<file path="config.mk">
export PLATFORM = sky130hd
export DESIGN_NAME = bmio_regs
export DESIGN_NICKNAME = d
export VERILOG_FILES = /design/src/rtl/banked_memory_io_decoder_assert.svh /design/src/rtl/bmio_pkg.sv /design/src/rtl/bmio_regs.sv
export SDC_FILE = /design/constraint.sdc
export NUM_CORES = 1
export LEC_CHECK = 0
export BUFFER_PORTS_ARGS = -buffer_cell sky130_fd_sc_hd__buf_2
export CELL_PAD_IN_SITES_DETAIL_PLACEMENT = 0
export CELL_PAD_IN_SITES_GLOBAL_PLACEMENT = 1
export CORE_ASPECT_RATIO = 1.25
export CORE_MARGIN = 4
export CORE_UTILIZATION = 39
export DETAILED_ROUTE_END_ITERATION = 16
export MAX_ROUTING_LAYER = met4
export PLACE_DENSITY_LB_ADDON = 0.1
export SYNTH_ARGS = -nofsm -noshare
export SYNTH_HDL_FRONTEND = slang
export SYNTH_SLANG_ARGS = --single-unit
</file>
<file path="constraint.sdc">
create_clock -name clk -period 2.5 [get_ports clk]
set_input_delay 0.375 -clock clk [delete_from_list [all_inputs] [get_ports clk]]
set_output_delay 0.375 -clock clk [all_outputs]
set_load 0.05 [all_outputs]
</file>
<file path="src/rtl/banked_memory_io_decoder_assert.svh">
// assertion macros for the decoder module
// each macro expects clk and rst_n in the using module
`ifndef BANKED_MEMORY_IO_DECODER_ASSERT_SVH
`define BANKED_MEMORY_IO_DECODER_ASSERT_SVH

// property that must hold at every clock edge outside reset
`define BMIO_CHECK(label, expr) \
    label: assert property (@(posedge clk) disable iff (!rst_n) (expr)) \
        else $error("bmio check failed");

// same-cycle implication
`define BMIO_IMPLY(label, ante, cons) \
    label: assert property (@(posedge clk) disable iff (!rst_n) (ante) |-> (cons)) \
        else $error("bmio implication failed");

// next-cycle implication
`define BMIO_NEXT(label, ante, cons) \
    label: assert property (@(posedge clk) disable iff (!rst_n) (ante) |=> (cons)) \
        else $error("bmio next-cycle check failed");

`endif

</file>
<file path="src/rtl/bmio_pkg.sv">
`timescale 1ns / 1ps
// ----------------------------------------------------------------------------
// bmio_pkg
// shared constants, codes and result type of the banked memory i/o decoder
// ----------------------------------------------------------------------------
package bmio_pkg;

    localparam int BANK_COUNT   = 128;
    localparam int BANK_BYTES   = 8192;
    localparam int WINDOW_COUNT = 8;

    localparam int BANK_W   = $clog2(BANK_COUNT);
    localparam int OFFS_W   = $clog2(BANK_BYTES);
    localparam int WIN_W    = $clog2(WINDOW_COUNT);
    localparam int MEM_AW   = BANK_W + OFFS_W;
    localparam int MAP_W    = 7;
    localparam int IOOFF_W  = 9;
    localparam int SEEK_W   = 25;

    localparam logic [1:0] OP_READ  = 2'd0;
    localparam logic [1:0] OP_WRITE = 2'd1;
    localparam logic [1:0] OP_TICK  = 2'd2;

    localparam logic [15:0] IO_LOW  = 16'hFE00;
    localparam logic [15:0] IO_HIGH = 16'hFFF0;

    localparam logic [IOOFF_W-1:0] IO_BANK_TOP  = 9'h008;
    localparam logic [IOOFF_W-1:0] IO_TIMER     = 9'h010;
    localparam logic [IOOFF_W-1:0] IO_CON_DATA  = 9'h020;
    localparam logic [IOOFF_W-1:0] IO_CON_STAT  = 9'h021;
    localparam logic [IOOFF_W-1:0] IO_DISK_SEL  = 9'h030;
    localparam logic [IOOFF_W-1:0] IO_BLK_HI    = 9'h031;
    localparam logic [IOOFF_W-1:0] IO_BLK_LO    = 9'h032;
    localparam logic [IOOFF_W-1:0] IO_SEEK      = 9'h033;
    localparam logic [IOOFF_W-1:0] IO_DISK_DATA = 9'h034;
    localparam logic [IOOFF_W-1:0] IO_DISK_STAT = 9'h035;
    localparam logic [IOOFF_W-1:0] IO_HALT      = 9'h040;

    localparam logic [7:0] HALT_CODE      = 8'hA5;
    localparam logic [7:0] UNMAPPED_BYTE  = 8'hFF;
    localparam logic [1:0] DSTAT_OK       = 2'h0;
    localparam logic [1:0] DSTAT_FAILED   = 2'h1;
    localparam logic [1:0] DSTAT_NO_DISK  = 2'h2;

    typedef struct packed {
        logic [7:0]        rdata;
        logic              use_mem;
        logic              irq;
        logic              rx_take;
        logic              tx_valid;
        logic [7:0]        tx_byte;
        logic              disk_read_take;
        logic              disk_write_valid;
        logic [7:0]        disk_out_byte;
        logic              seek_valid;
        logic [SEEK_W-1:0] seek_offset;
        logic              halt;
    } res_t;

endpackage

</file>
<file path="src/rtl/bmio_regs.sv">
`timescale 1ns / 1ps
// ----------------------------------------------------------------------------
// bmio_regs
// bank map, i/o registers and address decode; updates state on each accepted request
// ----------------------------------------------------------------------------
module bmio_regs (
    input  logic                       clk,
    input  logic                       rst_n,
    input  logic                       accept,
    input  logic [1:0]                 op,
    input  logic [15:0]                addr,
    input  logic [7:0]                 wdata,
    input  logic [7:0]                 rx_byte,
    input  logic                       rx_ready,
    input  logic                       tx_ready,
    input  logic [7:0]                 disk_in_byte,
    input  logic                       seek_failed,
    output logic                       mem_we,
    output logic                       mem_re,
    output logic [bmio_pkg::MEM_AW-1:0] mem_addr,
    output bmio_pkg::res_t             res
);

    import bmio_pkg::*;

    logic [MAP_W-1:0] bank_map_reg [WINDOW_COUNT];
    logic [MAP_W-1:0] bank_map_next [WINDOW_COUNT];
    logic [7:0]       timer_count_reg, timer_count_next;
    logic [7:0]       disk_select_reg, disk_select_next;
    logic [15:0]      block_number_reg, block_number_next;
    logic [1:0]       disk_status_reg, disk_status_next;

    logic               is_io;
    logic [IOOFF_W-1:0] off;
    logic [WIN_W-1:0]   win;
    logic [WIN_W-1:0]   bank_idx;

    assign is_io    = (addr >= IO_LOW) && (addr <= IO_HIGH);
    assign off      = addr[IOOFF_W-1:0];
    assign win      = addr[15:16-WIN_W];
    assign bank_idx = off[WIN_W-1:0];
    assign mem_addr = {BANK_W'(bank_map_reg[win]), addr[OFFS_W-1:0]};
    assign mem_re   = accept && (op == OP_READ) && !is_io;
    assign mem_we   = accept && (op == OP_WRITE) && !is_io;

    always_comb
    begin
        bank_map_next     = bank_map_reg;
        timer_count_next  = timer_count_reg;
        disk_select_next  = disk_select_reg;
        block_number_next = block_number_reg;
        disk_status_next  = disk_status_reg;
        res               = '0;
        if (op == OP_READ)
        begin
            res.rdata = UNMAPPED_BYTE;
            if (!is_io)
            begin
                res.use_mem = 1'b1;
            end
            else if (off < IO_BANK_TOP)
            begin
                res.rdata = 8'(bank_map_reg[bank_idx]);
            end
            else if (off == IO_TIMER)
            begin
                res.rdata        = timer_count_reg;
                timer_count_next = '0;
            end
            else if (off == IO_CON_DATA)
            begin
                if (rx_ready)
                begin
                    res.rdata   = rx_byte;
                    res.rx_take = 1'b1;
                end
            end
            else if (off == IO_CON_STAT)
            begin
                res.rdata = {6'b0, tx_ready, rx_ready};
            end
            else if (off == IO_DISK_SEL)
            begin
                res.rdata = disk_select_reg;
            end
            else if (off == IO_BLK_HI)
            begin
                res.rdata = block_number_reg[15:8];
            end
            else if (off == IO_BLK_LO)
            begin
                res.rdata = block_number_reg[7:0];
            end
            else if (off == IO_DISK_DATA)
            begin
                res.rdata          = disk_in_byte;
                res.disk_read_take = 1'b1;
            end
            else if (off == IO_DISK_STAT)
            begin
                res.rdata        = {6'b0, disk_status_reg};
                disk_status_next = '0;
            end
        end
        else if (op == OP_WRITE)
        begin
            if (!is_io)
            begin
                res.use_mem = 1'b0;
            end
            else if (off < IO_BANK_TOP)
            begin
                bank_map_next[bank_idx] = wdata[MAP_W-1:0];
            end
            else if (off == IO_CON_DATA)
            begin
                res.tx_valid = 1'b1;
                res.tx_byte  = wdata;
            end
            else if (off == IO_DISK_SEL)
            begin
                disk_select_next = wdata;
            end
            else if (off == IO_BLK_HI)
            begin
                block_number_next[15:8] = wdata;
            end
            else if (off == IO_BLK_LO)
            begin
                block_number_next[7:0] = wdata;
            end
            else if (off == IO_SEEK)
            begin
                if (disk_select_reg != 8'd0)
                begin
                    disk_status_next = DSTAT_NO_DISK;
                end
                else
                begin
                    res.seek_valid   = 1'b1;
                    res.seek_offset  = {block_number_reg, 9'b0};
                    disk_status_next = seek_failed ? DSTAT_FAILED : DSTAT_OK;
                end
            end
            else if (off == IO_DISK_DATA)
            begin
                res.disk_write_valid = 1'b1;
                res.disk_out_byte    = wdata;
            end
            else if ((off == IO_HALT) && (wdata == HALT_CODE))
            begin
                res.halt = 1'b1;
            end
        end
        else if (op == OP_TICK)
        begin
            timer_count_next = timer_count_reg + 8'd1;
        end
        res.irq = (timer_count_next != 8'd0);
    end

    always_ff @(posedge clk or negedge rst_n)
    begin
        if (!rst_n)
        begin
            for (int i = 0; i < WINDOW_COUNT; i++)
            begin
                bank_map_reg[i] <= MAP_W'(i);
            end
            timer_count_reg  <= '0;
            disk_select_reg  <= '0;
            block_number_reg <= '0;
            disk_status_reg  <= '0;
        end
        else if (accept)
        begin
            bank_map_reg     <= bank_map_next;
            timer_count_reg  <= timer_count_next;
            disk_select_reg  <= disk_select_next;
            block_number_reg <= block_number_next;
            disk_status_reg  <= disk_status_next;
        end
    end

endmodule

</file>
==> flow_summary.toml <==
[outcome]
status = "finished, violations left"
violations = "hold timing, setup timing"

[final_layout]
n_antenna_cell = 0
drive_gt1_frac = 0.657
final.fill_count = 1250
utilization = 0.586
largest_reg_flops = 56
syn_to_final_growth_pct = 48.0
nets = 761

[sta]
whs_ns = -0.00831
hold_viol = 5
slew_violations = 0
period_minus_slack_ns = 2.67
clock-skew-final_ns = 0.00534
timing.final.ws_setup_ns = -0.169
rsz0062_at_grt = "yes"
relSlewSlack = 0.615
setup_tns_ns = -2.94
timing.fmax_ghz = 0.375
worst_pin_slew_ns = 0.570
finalCritPeriodShare = 1.07
setup_violations = 29

[yosys]
yosysSeqAreaShare = 0.383
synth_cell_types = 62
avgSynthCellArea_um2 = 11.2
async_reset_ff_frac = 1.00
netlist_area_mm2 = 0.00591
synth_edf_count = 0
synth_ff_type = "dfrtp_1"
ys_warn_count = 0
synth-seq-cells = 90
synthCells = 526

[hold_path]
holdCritPathClass = "input pin to asynchronous set/reset pin"

[grt]
grtUsageTotal = 0.247
antenna_found_initial = 0
overflow = 0
grt_max_degree = 39
grt_pass1_wl_um = 31600
grt_pass1_vias = 5421

[clocking]
cts_htree_levels = 3
root_buffer = "clkbuf_16"
path_clk_slew_ns = 0.07
cts_tree = "yes"
clock_sinks = 90
cts_buffer_depth = 2
cts_made_buffers = 9
worstSkewPairLatency_ns = 0.35
cts_hold_buf = 0

[floorplanning]
die_x_um = 118
dieArea_mm2 = 0.0172
die_h_um = 146
coreArea_mm2 = 0.0150
ios = 127
initial_core_util = 0.396
rows = 50

[pwr]
power.leakage_uw = 0.00415
p_per_area_mw_per_mm2 = 434
irDropWorstVdd_mv = 0.335
p_total_uw = 3800

[drt]
drc = 0
vias_per_cell = 5.69
post_drt_wl_per_cell_um = 22.7
ant_nets = 0
drt_pre_antenna_iters = 7
vias = 5115
drt_iter0_markers = 301
drt-total-wl_um = 20400

[critical_path]
max_stage_delay_ns = 0.55
cp_data_required_time_ns = 2.12
critPathArrivalTime_ns = 2.29
critPathLaunchType = "flip-flop"
crit_path_top_delay_cell = "or4_4"
cp_cell_sequence = "or4_4 -> nor2_4 -> nand2_2 -> nor4_4 -> buf_4 -> buf_8 -> and2_2 -> buf_6"
crit_fanout = 9
end_kind = "primary output"
crit_type = "flip-flop to primary output"

[placement]
dp_hpwl_um = 14600
post-place-ws_ns = -0.239
globalplace.congestion = 0.879
io_buffers = 117

[flow_run]
maxCapViolCount = 0
-- cells in the mapped netlist, types with 6 or more instances --
master | count | area, um^2
nand2_1 | 25 | 93.8
buf_1 | 7 | 26.3
and2_1 | 34 | 213
clkbuf_1 | 23 | 86.3
o21ba_2 | 6 | 60.1
buf_4 | 24 | 180
o32ai_1 | 7 | 61.3
mux4_2 | 24 | 541
nor2_1 | 21 | 78.8
dfstp_2 | 12 | 315
a21oi_1 | 13 | 65.1
nand2b_1 | 11 | 68.8
and3_1 | 9 | 56.3
o221ai_1 | 7 | 61.3
inv_1 | 8 | 30.0
dfrtp_1 | 78 | 1950
mux2_2 | 91 | 1020
nor2b_1 | 8 | 50.1
o21ai_0 | 11 | 55.1
mux2i_1 | 8 | 80.1
nand3_1 | 9 | 45.0
-- path summary, 6_finish.rpt --
kind / start / end / slack [ns] / cells after the start
max: disk_select_reg[5]$_DFFE_PN0P_ / res[11] / -0.17 / 8
min: rst_n / timer_count_reg[3]$_DFFE_PN0P_ / -0.008 / 1
max reg2reg: disk_select_reg[5]$_DFFE_PN0P_ / disk_status_reg[1]$_DFFE_PN0P_ / 0.71 / 7
min reg2reg: block_number_reg[12]$_DFFE_PN0P_ / block_number_reg[12]$_DFFE_PN0P_ / 0.52 / 1
max in group asynchronous: rst_n / bank_map_reg[36]$_DFFE_PN1P_ / 1.87 / 2
min in group clk: seek_failed / disk_status_reg[0]$_DFFE_PN0P_ / 0.42 / 3
-- metal layers --
| layer | vias up | global-route usage | wire (um) | share of wire |
|---|---|---|---|---|
| li1 | 2319 | - | - | - |
| met1 | 2596 | 0.294 | 8000 | 0.39 |
| met2 | 172 | 0.432 | 11200 | 0.55 |
| met3 | 28 | 0.0288 | 850 | 0.042 |
| met4 | 0 | 0.0839 | 395 | 0.019 |
| met5 | - | - | 0 | 0 |
-- metrics by stage --
stage / instances / hold slack (ns) / instance area, um^2
2_1_floorplan: 534 / 0.0794 / 6200
3_3_place_gp: 858 / 0.383 / 7380
3_5_place_dp: 858 / 0.388 / 7380
4_1_cts: 897 / 0.00516 / 8420
5_1_grt: 899 / 0.0274 / 8750
6_report: 899 / -0.00831 / 8750
-- worst max-delay path: cells and delay by family, from the launching register on --
family | cells | cell delay [ns]
simple gates | 5 | 1.12
buf+inv | 3 | 0.46
flops | 1 | 0.38
-- placed cells by master (no fill, tap or decap), types with 5 or more instances in the layout --
cell	count
a21oi_1	11
a22o_1	5
and2_2	8
and2_4	24
and3_1	8
buf_12	8
buf_2	61
buf_4	95
buf_6	30
buf_8	31
clkbuf_16	9
conb_1	9
dfrtp_1	77
dfstp_2	12
inv_1	8
mux2_2	89
mux2i_1	8
mux4_2	24
nand2_1	21
nand2b_1	9
nand3_1	6
nand4_1	5
nor2_1	18
nor2b_1	7
nor4_4	6
o211ai_1	5
o21ai_0	11
o221ai_2	5
o32ai_4	6
-- where the power goes --
group | switching, uW | internal [uW] | total (uW)
logic | 469 | 349 | 818
registers | 26.7 | 1490 | 1510
clock network | 625 | 846 | 1470
total | 1120 | 2680 | 3800
-- layout make-up --
cell class | instances | area [um^2] | share of cell area
Inverter | 8 | 30.0 | 0.00343
Clock inverter | 5 | 67.6 | 0.00772
Timing Repair Buffer | 227 | 2050 | 0.234
Tap cell | 182 | 228 | 0.0260
Sequential cell | 90 | 2270 | 0.259
Clock buffer | 11 | 253 | 0.0289
Multi-Input combinational cell | 376 | 3860 | 0.441
-- logic make-up after synthesis --
logic type                 Yosys count  share of synthesized area
AOI/OAI and AO/OA                   76                     0.0956
other                                1                   0.000634
buffers and inverters               68                     0.0607
muxes                              124                      0.280
DFF                                 90                      0.383
adders and majority gates            1                    0.00212
and+or+nand+nor                    166                      0.177
-- timing repair --
action / in CTS / in global routing
endpoints found under the hold margin: 0 / 0
pin swaps: 24 / 32
setup endpoints to repair: 45 / 46
setup buffers: 19 / 5
gates cloned: 4 / 1
gates resized for setup: 141 / 79
(Power assumes the default switching activity.)
